===== config.mk =====
export PLATFORM = sky130hd
export DESIGN_NAME = pair_key_map_table
export DESIGN_NICKNAME = d
export VERILOG_FILES = /design/src/rtl/core/pkmt_pkg.sv /design/src/rtl/core/pkmt_ctrl.sv /design/src/rtl/core/pkmt_datapath.sv /design/src/rtl/core/pair_key_map_table.sv
export SDC_FILE = /design/constraint.sdc
export NUM_CORES = 2
export LEC_CHECK = 0
export BUFFER_PORTS_ARGS = -buffer_cell sky130_fd_sc_hd__buf_2
export CELL_PAD_IN_SITES_DETAIL_PLACEMENT = 1
export CELL_PAD_IN_SITES_GLOBAL_PLACEMENT = 1
export CORE_UTILIZATION = 40
export DETAILED_ROUTE_END_ITERATION = 16
export GPL_TIMING_DRIVEN = 0
export MAX_ROUTING_LAYER = met4
export PLACE_DENSITY_LB_ADDON = 0.1
export SETUP_SLACK_MARGIN = 0.4
export SLEW_MARGIN = 5
export SYNTH_ARGS = -nofsm -noshare
export SYNTH_HDL_FRONTEND = slang
export SYNTH_SLANG_ARGS = --single-unit

===== constraint.sdc =====
create_clock -name i_clk -period 8.2 [get_ports i_clk]
set_input_delay 1.64 -clock i_clk [delete_from_list [all_inputs] [get_ports i_clk]]
set_output_delay 1.64 -clock i_clk [all_outputs]
set_load 0.02 [all_outputs]

===== src/rtl/core/pkmt_pkg.sv =====
// Shared types, constants and controller commands for the pair-key map table.
package pkmt_pkg;

    localparam int SLOTS = 16;
    localparam int IDX_W = (SLOTS > 1) ? $clog2(SLOTS) : 1;
    localparam int CNT_W = 5;
    localparam int KEY_W = 64;

    localparam logic [4:0] CAP_RESET = 5'd16;

    // request opcodes
    localparam logic [1:0] OP_ADD    = 2'd0;
    localparam logic [1:0] OP_REMOVE = 2'd1;
    localparam logic [1:0] OP_GET    = 2'd2;

    // result status codes
    localparam logic [1:0] ST_OK   = 2'd0;
    localparam logic [1:0] ST_MISS = 2'd1;
    localparam logic [1:0] ST_FULL = 2'd2;

    typedef struct packed {
        logic        [1:0]  opcode;
        logic signed [31:0] key_first;
        logic signed [31:0] key_second;
        logic signed [31:0] data_first;
        logic signed [31:0] data_second;
    } t_in_item;

    typedef struct packed {
        logic        [1:0]       status;
        logic signed [31:0]      found_first;
        logic signed [31:0]      found_second;
        logic        [CNT_W-1:0] entry_total;
    } t_out_item;

    typedef enum logic [2:0] {
        S_IDLE,
        S_SEARCH,
        S_READ_HIT,
        S_READ_LAST,
        S_COMMIT,
        S_DONE
    } t_state;

    typedef struct packed {
        logic load_req;
        logic search;
        logic find_last;
        logic rd_last;
        logic got_from_mem;
        logic commit;
        logic load_out;
    } t_cmd;

    typedef struct packed {
        logic remove_hit;
    } t_stat;

endpackage


===== src/rtl/core/pkmt_ctrl.sv =====
// Sequencer for the pair-key map table: request flow and result handshake.
module pkmt_ctrl (
    input  logic           i_clk,
    input  logic           i_rst_n,
    input  logic           i_in_valid,
    output logic           o_in_stall,
    output logic           o_out_valid,
    input  logic           i_out_stall,
    input  pkmt_pkg::t_stat i_stat,
    output pkmt_pkg::t_cmd  o_cmd
);

    pkmt_pkg::t_state r_state, n_state;
    logic             r_out_valid;

    always_ff @(posedge i_clk) begin
        if (!i_rst_n) begin
            r_state <= pkmt_pkg::S_IDLE;
        end else begin
            r_state <= n_state;
        end
    end

    always_comb begin
        n_state = r_state;
        o_cmd   = '0;
        unique case (r_state)
            pkmt_pkg::S_IDLE: begin
                if (i_in_valid) begin
                    o_cmd.load_req = 1'b1;
                    n_state        = pkmt_pkg::S_SEARCH;
                end
            end
            pkmt_pkg::S_SEARCH: begin
                o_cmd.search = 1'b1;
                n_state      = pkmt_pkg::S_READ_HIT;
            end
            pkmt_pkg::S_READ_HIT: begin
                o_cmd.find_last = 1'b1;
                n_state = i_stat.remove_hit ? pkmt_pkg::S_READ_LAST : pkmt_pkg::S_COMMIT;
            end
            pkmt_pkg::S_READ_LAST: begin
                o_cmd.rd_last      = 1'b1;
                o_cmd.got_from_mem = 1'b1;
                n_state            = pkmt_pkg::S_COMMIT;
            end
            pkmt_pkg::S_COMMIT: begin
                o_cmd.commit = 1'b1;
                n_state      = pkmt_pkg::S_DONE;
            end
            pkmt_pkg::S_DONE: begin
                if (!r_out_valid || !i_out_stall) begin
                    o_cmd.load_out = 1'b1;
                    n_state        = pkmt_pkg::S_IDLE;
                end
            end
            default: n_state = pkmt_pkg::S_IDLE;
        endcase
    end

    // output holding register valid
    always_ff @(posedge i_clk) begin
        if (!i_rst_n) begin
            r_out_valid <= 1'b0;
        end else if (o_cmd.load_out) begin
            r_out_valid <= 1'b1;
        end else if (!i_out_stall) begin
            r_out_valid <= 1'b0;
        end
    end

    assign o_in_stall  = (r_state != pkmt_pkg::S_IDLE);
    assign o_out_valid = r_out_valid;

    a_commit_then_done: assert property (@(posedge i_clk) disable iff (!i_rst_n)
        (r_state == pkmt_pkg::S_COMMIT) |=> (r_state == pkmt_pkg::S_DONE))
        else $error("commit not followed by result stage");

    a_load_out_free: assert property (@(posedge i_clk) disable iff (!i_rst_n)
        o_cmd.load_out |-> (!r_out_valid || !i_out_stall))
        else $error("result overwritten while held");

    a_last_only_remove: assert property (@(posedge i_clk) disable iff (!i_rst_n)
        (r_state == pkmt_pkg::S_READ_LAST) |-> $past(i_stat.remove_hit))
        else $error("move read without a remove hit");

endmodule


===== src/rtl/core/pkmt_datapath.sv =====
// Datapath for the pair-key map table: key store, value memory, search and update.
module pkmt_datapath (
    input  logic                i_clk,
    input  logic                i_rst_n,
    input  pkmt_pkg::t_cmd      i_cmd,
    output pkmt_pkg::t_stat     o_stat,
    input  pkmt_pkg::t_in_item  i_in_item,
    input  logic                i_cfg_we,
    input  logic [4:0]          i_cfg_data,
    output pkmt_pkg::t_out_item o_out_item
);

    pkmt_pkg::t_in_item            r_req;
    pkmt_pkg::t_out_item           r_out;
    logic [4:0]                    r_cap;
    logic [pkmt_pkg::CNT_W-1:0]    r_count, n_count;
    logic [pkmt_pkg::SLOTS-1:0]    r_valid, n_valid;
    logic [pkmt_pkg::KEY_W-1:0]    r_key [pkmt_pkg::SLOTS];
    logic [pkmt_pkg::KEY_W-1:0]    r_value_mem [pkmt_pkg::SLOTS];
    logic [pkmt_pkg::KEY_W-1:0]    r_rd_data;
    logic                          r_hit, r_free_ok;
    logic [pkmt_pkg::IDX_W-1:0]    r_hit_idx, r_free_idx, r_last_idx;
    logic [1:0]                    r_status, n_status;
    logic [pkmt_pkg::KEY_W-1:0]    r_got;

    logic [pkmt_pkg::CNT_W-1:0]    lim;
    logic [pkmt_pkg::KEY_W-1:0]    req_key, req_val;
    logic                          hit_c, free_c;
    logic [pkmt_pkg::IDX_W-1:0]    hit_idx_c, free_idx_c, last_c;
    logic                          mem_we, key_we;
    logic [pkmt_pkg::IDX_W-1:0]    mem_wa, mem_ra, key_wa;
    logic [pkmt_pkg::KEY_W-1:0]    mem_wd, key_wd;

    assign lim     = (r_cap > pkmt_pkg::CNT_W'(pkmt_pkg::SLOTS)) ?
                     pkmt_pkg::CNT_W'(pkmt_pkg::SLOTS) : r_cap;
    assign req_key = {r_req.key_first, r_req.key_second};
    assign req_val = {r_req.data_first, r_req.data_second};

    // lowest matching slot and lowest free slot within the live range
    always_comb begin
        hit_c      = 1'b0;
        hit_idx_c  = '0;
        free_c     = 1'b0;
        free_idx_c = '0;
        for (int i = pkmt_pkg::SLOTS - 1; i >= 0; i--) begin
            if ((i < int'(lim)) && r_valid[i] && (r_key[i] == req_key)) begin
                hit_c     = 1'b1;
                hit_idx_c = pkmt_pkg::IDX_W'(i);
            end
            if ((i < int'(lim)) && !r_valid[i]) begin
                free_c     = 1'b1;
                free_idx_c = pkmt_pkg::IDX_W'(i);
            end
        end
    end

    // highest valid slot at or above the hit, used to refill the hole
    always_comb begin
        last_c = r_hit_idx;
        for (int i = 0; i < pkmt_pkg::SLOTS; i++) begin
            if (r_valid[i] && (i < int'(lim)) && (i >= int'(r_hit_idx))) begin
                last_c = pkmt_pkg::IDX_W'(i);
            end
        end
    end

    always_comb begin
        n_status = pkmt_pkg::ST_MISS;
        n_count  = r_count;
        n_valid  = r_valid;
        mem_we   = 1'b0;
        mem_wa   = r_hit_idx;
        mem_wd   = req_val;
        key_we   = 1'b0;
        key_wa   = r_hit_idx;
        key_wd   = req_key;
        unique case (r_req.opcode)
            pkmt_pkg::OP_ADD: begin
                if (r_hit) begin
                    mem_we   = 1'b1;
                    n_status = pkmt_pkg::ST_OK;
                end else if (r_free_ok) begin
                    mem_we              = 1'b1;
                    mem_wa              = r_free_idx;
                    key_we              = 1'b1;
                    key_wa              = r_free_idx;
                    n_valid[r_free_idx] = 1'b1;
                    n_count             = r_count + 1'b1;
                    n_status            = pkmt_pkg::ST_OK;
                end else begin
                    n_status = pkmt_pkg::ST_FULL;
                end
            end
            pkmt_pkg::OP_REMOVE: begin
                if (r_hit) begin
                    mem_we              = 1'b1;
                    mem_wd              = r_rd_data;
                    key_we              = 1'b1;
                    key_wd              = r_key[r_last_idx];
                    n_valid[r_last_idx] = 1'b0;
                    if (r_count != '0) begin
                        n_count = r_count - 1'b1;
                    end
                    n_status = pkmt_pkg::ST_OK;
                end
            end
            pkmt_pkg::OP_GET: begin
                if (r_hit) begin
                    n_status = pkmt_pkg::ST_OK;
                end
            end
            default: n_status = pkmt_pkg::ST_MISS;
        endcase
        if (!i_cmd.commit) begin
            mem_we = 1'b0;
            key_we = 1'b0;
        end
    end

    assign mem_ra = i_cmd.rd_last ? r_last_idx : r_hit_idx;

    always_ff @(posedge i_clk) begin
        if (!i_rst_n) begin
            r_cap   <= pkmt_pkg::CAP_RESET;
            r_count <= '0;
            r_valid <= '0;
        end else begin
            if (i_cfg_we) begin
                r_cap <= i_cfg_data;
            end
            if (i_cmd.commit) begin
                r_count <= n_count;
                r_valid <= n_valid;
            end
        end
    end

    always_ff @(posedge i_clk) begin
        if (i_cmd.load_req) begin
            r_req <= i_in_item;
        end
        if (i_cmd.search) begin
            r_hit      <= hit_c;
            r_hit_idx  <= hit_idx_c;
            r_free_ok  <= free_c && (r_count < lim);
            r_free_idx <= free_idx_c;
        end
        if (i_cmd.find_last) begin
            r_last_idx <= last_c;
        end
        if (key_we) begin
            r_key[key_wa] <= key_wd;
        end
        if (i_cmd.got_from_mem) begin
            r_got <= r_rd_data;
        end else if (i_cmd.commit && !o_stat.remove_hit) begin
            r_got <= (r_hit && (r_req.opcode == pkmt_pkg::OP_GET)) ? r_rd_data : '0;
        end
        if (i_cmd.commit) begin
            r_status <= n_status;
        end
        if (i_cmd.load_out) begin
            r_out.status       <= r_status;
            r_out.found_first  <= $signed(r_got[pkmt_pkg::KEY_W-1:32]);
            r_out.found_second <= $signed(r_got[31:0]);
            r_out.entry_total  <= r_count;
        end
    end

    // value store, one write and one registered read per cycle
    always_ff @(posedge i_clk) begin
        if (mem_we) begin
            r_value_mem[mem_wa] <= mem_wd;
        end
        r_rd_data <= r_value_mem[mem_ra];
    end

    assign o_stat.remove_hit = r_hit && (r_req.opcode == pkmt_pkg::OP_REMOVE);
    assign o_out_item        = r_out;

    a_count_matches_marks: assert property (@(posedge i_clk) disable iff (!i_rst_n)
        $countones(r_valid) == int'(r_count))
        else $error("entry count differs from valid marks");

    a_count_bound: assert property (@(posedge i_clk) disable iff (!i_rst_n)
        int'(r_count) <= pkmt_pkg::SLOTS)
        else $error("entry count above slot count");

    a_single_change: assert property (@(posedge i_clk) disable iff (!i_rst_n)
        !i_cmd.commit |=> $stable(r_valid))
        else $error("valid marks changed outside commit");

endmodule


===== src/rtl/core/pair_key_map_table.sv =====
// Top level of the pair-key map table: sequencer plus datapath.
//
// Fixed-capacity map, 16 slots, keyed by a pair of 32-bit words, each key
// holding a pair of 32-bit values. One request item in, one result item out.
// Input channel: i_in_valid / o_in_stall with i_in_item (opcode add, remove
// or get, key pair, data pair). Output channel: o_out_valid / i_out_stall
// with o_out_item (status, fetched or removed value, entry count after it).
// Config: i_cfg_valid / o_cfg_ready write capacity_limit (always ready);
// write it only while the block is idle. Capacity above 16 saturates.
// An accepted item passes SEARCH, READ_HIT, READ_LAST (remove hits only),
// COMMIT and DONE; the next item is taken only once the sequencer is back in IDLE.
// The value memory has one registered read port: the hit value and, on
// remove, the refill value are read in separate cycles before the commit
// cycle. One item is in work at a time.
// The result sits in an output register, so the next item is accepted as
// soon as the result is loaded, even if the receiver still stalls; a
// further result waits in the sequencer until that register is taken.
// Reset (synchronous, active low) clears the valid marks, the entry count
// and the handshake state, and sets the capacity to 16; key and value
// contents are left as they are and only read behind a valid mark.
module pair_key_map_table (
    input  logic                i_clk,
    input  logic                i_rst_n,
    input  logic                i_in_valid,
    output logic                o_in_stall,
    input  pkmt_pkg::t_in_item  i_in_item,
    output logic                o_out_valid,
    input  logic                i_out_stall,
    output pkmt_pkg::t_out_item o_out_item,
    input  logic                i_cfg_valid,
    output logic                o_cfg_ready,
    input  logic [4:0]          i_cfg_data
);

    pkmt_pkg::t_cmd  cmd;
    pkmt_pkg::t_stat stat;

    // sequencer: IDLE, SEARCH, READ_HIT, (READ_LAST), COMMIT, DONE
    pkmt_ctrl u_ctrl (
        .i_clk       (i_clk),
        .i_rst_n     (i_rst_n),
        .i_in_valid  (i_in_valid),
        .o_in_stall  (o_in_stall),
        .o_out_valid (o_out_valid),
        .i_out_stall (i_out_stall),
        .i_stat      (stat),
        .o_cmd       (cmd)
    );

    // parallel key compare, value memory and result register
    pkmt_datapath u_datapath (
        .i_clk      (i_clk),
        .i_rst_n    (i_rst_n),
        .i_cmd      (cmd),
        .o_stat     (stat),
        .i_in_item  (i_in_item),
        .i_cfg_we   (i_cfg_valid && o_cfg_ready),
        .i_cfg_data (i_cfg_data),
        .o_out_item (o_out_item)
    );

    // capacity register takes a write in any cycle
    assign o_cfg_ready = 1'b1;

endmodule


---- Word-level counts from Yosys, hierarchy flattened ----
Memory sizes are Yosys's and may differ from the RTL's. A register that Yosys moved wholly into a read port is not among the register bits.
Index checks and enable logic that the tools add are counted.
word-level totals
  logic and storage cells ................. 330
  output and inout port bits .............. 74
  ROM bits ................................ 0
  RAM bits ................................ 2,048
  flip-flop bits (word level) ............. 311
  memories kept ........................... 2
  latch bits .............................. 0
  input port bits ......................... 140
memories
  memory                  words  width  rd ports  clocked after memory_dff  write ports  line                 source
  u_datapath.r_key        16     64     17        0                         1            pkmt_datapath.sv:18  logic [pkmt_pkg::KEY_W-1:0] r_key [pkmt_pkg::SLOTS];
  u_datapath.r_value_mem  16     64     1         1                         1            pkmt_datapath.sv:19  logic [pkmt_pkg::KEY_W-1:0] r_value_mem [pkmt_pkg::SLOTS];
cells by class
  shift operators ......................... 0
  eq/ne operators ......................... 30
  reduce and logical (&&, ||, !) cells .... 109
  divide/modulo/power cells ............... 0
  add/sub/neg operators ................... 2
  $lt $le $gt $ge ......................... 37
  multiplexer cells ....................... 117
  $mul .................................... 0
  bitwise gates (word level) .............. 3
operators by type and width
  kind                  number
  $eq A64 B64 Y1        16
  $mux W64              7
  $mux W4               28
  $logic_and A1 B1 Y1   69
  $mux W16              3
  $mux W3               15
  $mux W1               42
  $lt A4 B5 Y1 const A  8
  $pmux W16 S2          1
  $ge A4 B4 Y1 const A  7
  $mux W5               5
  $reduce_or A8 Y1      3
  $lt A3 B5 Y1 const A  4
  $logic_not A1 Y1      19
  $mux W2               9
  $pmux W3 S6           1
  $and A16 B16 Y16      1
  $ge A3 B4 Y1 const A  4
  $not A16 Y16          1
  $or A16 B16 Y16       1
  $reduce_or A15 Y1     1
  $reduce_or A4 Y1      3
  $lt A1 B5 Y1 const A  2
  $lt A2 B5 Y1 const A  2
  other kinds (29)      46

---- Longest topological paths before layout ----
  depth in word-level cells ............... 21
  depth in mapped cells ................... 12
  mapped depth without buffers ............ 10

---- Modules after synthesis ----
Synthesis repeated with hierarchy kept, for this count alone.
unflattened totals
  cells, all modules ...................... 5,662
  area total of the unflattened synthesis .. 103,463.0 sq um
by module, submodules not included
  module              area an instance (sq um)  seq. area each (sq um)  instances  cells each
  pkmt_datapath       103,207.7                 71,738.8                1          5,630
  pkmt_ctrl           244.0                     80.1                    1          30
  pair_key_map_table  11.3                      0.0                     1          2

---- Worst setup path after synthesis ----
No wires, ideal clock.
  path kind ............................... input-to-reg
  start ................................... in i_in_valid
  end ..................................... reg u_datapath.r_req[0] (netlist name) (enable)
  required time ........................... 7.579 ns
  buffers on the path ..................... 0
  setup time .............................. 0.621 ns
  cell stages on the path ................. 2
  arrival time ............................ 7.033 ns
  slack ................................... 0.546 ns
  path through ............................ inv_1 -> nor2_1
RTL lines
  item                  line                      source
  start, declared       pair_key_map_table.sv:24  input logic i_in_valid,
  end signal, assigned  pkmt_datapath.sv:140      r_req <= i_in_item;
  end, declared         pkmt_datapath.sv:13       pkmt_pkg::t_in_item r_req;

---- Worst setup path after layout ----
  start ................................... reg u_datapath.r_req[65] (netlist name)
  end ..................................... reg u_datapath.r_hit, data pin
between the ends
  longest elaborated chain between the ends .. 3
  elaborated cells on any way between the ends .. 34
  those cells by class .................... eq/ne (16); mux (1); reduce/logical (17)
ends and longest elaborated chain
  item                                                    line                  source
  $eq A64 B64 Y1                                          pkmt_datapath.sv:46   if ((i < int'(lim)) && r_valid[i] && (r_key[i] == req_key)) begin
  $logic_and A1 B1 Y1                                     pkmt_datapath.sv:46
  $reduce_or A15 Y1 (no line) or $mux W1 (tied branches)  n/a
  end signal, assigned                                    pkmt_datapath.sv:143  r_hit <= hit_c;
  end, declared                                           pkmt_datapath.sv:21   logic r_hit, r_free_ok;
Several ways; a longest one is shown, not always the timed one.
A chain may end at the register's enable or synchronous reset.

==> results.txt <==
Seq pwr share: 0.467
Worst vdd ir: 212 uV
Startpoint types: register
# hold bufs at CTS: 0
Final core occ: 0.473
Leading area contributor after synthesis: edfxtp_1
TritonRoute pass-1 iters: 7
Critical path's slowest cell: nor4_1
Hold path cells: 0
Post-place setup slack: 2.74 ns
Clk_skew: 0.0727 ns
R2r endpoint: u_datapath.r_hit$_SDFFCE_PP1N_
HP Start: u_datapath.r_got[52]$_DFFE_PP_
Synth Flop Type: edfxtp_1
Worst path arrival time: 5.95 ns
Worst EP required: 8.84 ns
P_leak: 0.0392 uW
Slew Limit Fails: 24
Via-to-Cell Ratio: 6.14
Root buf cell: clkbuf_16
DR vias: 61100
Combinational share of power: 0.120
Top delay family on crit path: simple AND/OR/NAND/NOR gates
Post-synth EDFFs: 2329
Post-CTS Resized: 0
Hold worst-path end: u_datapath.o_out_item[57]$_DFFE_PP_
Clock buffer depth: 4
Initial antenna violation count: 43
Fraction of registers with async set/reset: 0
Critical Path, Cell by Cell: buf_2, buf_2, xor2_1, nor4_1, nand4_1, nor3_1, a22oi_1, nand2_1, or3_1
CP endpoint kind: register
Area contributors post-synth: edfxtp_1 67%, mux4_2 12%, xor2_1 4.7%, xnor2_1 3.7%, dfxtp_1 1.8%
Core ar.: 258000 um2
Vias in the first global route: 60700
Antenna-violating nets left: 0
Die H: 512 um
Largest net degree at the start of global routing: 44
Area Growth Syn to Fin: 17.2%
IO Pins: 214
Synth top area share: 0.672
Unrepaired setup endpoints after global routing: no
Failing checks: capacitance limit, slew limit
Initial core utilization: 0.404
Final WL: 459 mm
FMAX: 188 MHz
Dpl hpwl: 349 mm
Final critical-path setup slack: 2.88 ns
Post-route insts no fill: 9949
Relative slew margins: -0.0677
Post-CTS setup buffers: 0
Worst Path Buf+Inv: 2
Cells after Synth: 5676
Internal reg-to-reg setup slack: 2.88 ns
Flops & latches, synth: 2423
Gp weighted congestion: 1.13
P_sw: 7990 uW
Avg WL per Cell: 46.2 um
Final period utilization: 0.649
Clock latency on the worst-skew pair: 0.90 ns
CTS sink cnt: 2423
# setup viols final: 0
Crit-path max FO: 10
Clock transition at path regs: 0.06 ns
Status: finished with violations
Post-Place Cells: 9421
Yosys warnings: 0
Gr usage total: 0.359
Overflow after GRT: 0
Post-route setup TNS: 0 ns
Seq/Total Area, Yosys: 0.690
CTS Buf Count: 284
CP dominant cell by count: buf_2
Post-route DRC: 0
Max-Cap Viols: 10
First-pass GRT wire length: 598 mm
Tmin final: 5.32 ns
TritonCTS clock tree: yes
# nets final: 6474
Die Width: 512 um
Worst hold path type: register to register
PortBufs: 210
Sw frac: 0.264
Setup CP Type: register to register
Slowest stage delay, CP: 1.11 ns
Syn_nets: 5827
Die area: 262000 um2
Slew @ Worst Pin: 1.60 ns
Pwr dens: 248 nW/um2
Internal power: 22200 uW
Reg2Reg Depth: 9
R2R Path Start: u_datapath.r_req[65]$_DFFE_PP_
Num rows: 186
DR iter-0 viols: 8412
Share of layout cells above drive strength 1: 0.273
Average size of a mapped cell: 18.3 um2
Final Hold Violating Endpoints: 0
H-tree levels: 5
Synth unique cells: 74
Synth Cell Area: 104000 um2
Clock share of power: 0.413
worst max path at each step:
stage / from / endpoint / slack [ns] / depth (start not counted)
final: u_datapath.r_req[65]$_DFFE_PP_ / u_datapath.r_hit$_SDFFCE_PP1N_ / 2.88 / 9
after global routing: u_datapath.r_req[129]$_DFFE_PP_ / u_datapath.r_value_mem[9][55]$_DFFE_PP_ / 3.00 / 11
after CTS: u_datapath.r_req[129]$_DFFE_PP_ / u_datapath.r_value_mem[2][54]$_DFFE_PP_ / 2.75 / 12
after detailed placement: u_datapath.r_req[129]$_DFFE_PP_ / u_datapath.r_value_mem[9][49]$_DFFE_PP_ / 2.74 / 11
after global placement: i_in_valid / u_datapath.r_req[103]$_DFFE_PP_ / -5.96 / 3
after floorplan: i_in_valid / u_datapath.r_req[0]$_DFFE_PP_ / 0.55 / 2
cell usage after synthesis, types with 44 or more instances:
library cell / n
buf_6: 50
nand4_1: 149
mux4_2: 576
buf_2: 112
nand2_1: 194
and2_1: 141
nor2_1: 80
o21ai_0: 47
xor2_1: 558
nor4_1: 158
a211oi_1: 67
clkbuf_1: 125
edfxtp_1: 2329
buf_4: 44
a31oi_1: 73
mux2_2: 129
xnor2_1: 445
dfxtp_1: 94
layer usage:
layer | vias up | global-route usage | part of all wire
li1 | 23800 | - | -
met1 | 33100 | 0.441 | 0.38
met2 | 3247 | 0.539 | 0.46
met3 | 905 | 0.0632 | 0.076
met4 | 0 | 0.252 | 0.084
met5 | - | - | 0
state kept, by name, indices dropped and copies added (netlist names):
| name | flops |
|---|---|
| u_ctrl.o_out_valid | 1 |
| u_ctrl.r_state | 3 |
| u_datapath.o_out_item | 71 |
| u_datapath.r_cap | 5 |
| u_datapath.r_count | 5 |
| u_datapath.r_free_idx | 4 |
| u_datapath.r_free_ok | 1 |
| u_datapath.r_got | 64 |
| u_datapath.r_hit | 1 |
| u_datapath.r_hit_idx | 4 |
| u_datapath.r_key | 1024 |
| u_datapath.r_last_idx | 4 |
| u_datapath.r_rd_data | 64 |
| u_datapath.r_req | 130 |
| u_datapath.r_status | 2 |
| u_datapath.r_valid | 16 |
| u_datapath.r_value_mem | 1024 |
stage by stage:
step / instance area [um2] / hold WS (ns) / total power, uW
6_report: 122000 / 0.416 / 30200
5_1_grt: 122000 / 0.425 / 30800
4_1_cts: 122000 / 0.416 / 30300
3_5_place_dp: 113000 / 0.405 / 17900
3_3_place_gp: 109000 / 0.402 / 17900
2_1_floorplan: 104000 / 0.400 / 16100
cells in the final DEF (no fill, tap or decap), types with 67 or more instances in the layout:
cell type	n
xnor2_1	438
dfxtp_1	94
nand2_1	191
xor2_1	558
clkbuf_1	163
a31oi_1	69
mux2_2	129
buf_12	105
nor4_1	142
nand4_1	149
edfxtp_1	2329
clkbuf_16	289
buf_2	330
and2_1	141
mux4_2	576
a211oi_1	67
area by class of cell:
cell class,instances,area [um2]
Multi-Input combinational cell,2875,30600
Fill cell,23800,136000
Buffer,346,2030
Clock buffer,374,7820
Antenna cell,36,90.1
Inverter,32,120
Tap cell,3384,4230
Sequential cell,2423,71800
Timing Repair Buffer,361,4170
Clock inverter,118,1110
power groups by stage:
stage               Clock, uW  Combinational, uW  Sequential (uW)
floorplan                   0               1780            14400
global placement            0               3450            14400
detailed placement          0               3540            14400
CTS                     12600               3560            14100
global route            13000               3650            14100
finish                  12500               3620            14100
logic make-up (layout without fill, tap and decap cells):
kind of cell / count (synthesis) / in the layout / share of synthesized area
AO/OA/AOI/OAI: 299 / 299 / 0.0194
XOR/XNOR: 1004 / 1004 / 0.0847
adder cells (fa/ha/maj): 12 / 12 / 0.00149
buffers and inverters: 378 / 1231 / 0.0203
flip-flops: 2423 / 2423 / 0.690
multiplexers: 716 / 716 / 0.140
other: 1 / 37 / 0.0000360
AND/OR/NAND/NOR: 843 / 843 / 0.0439
(Power assumes the default switching activity.)
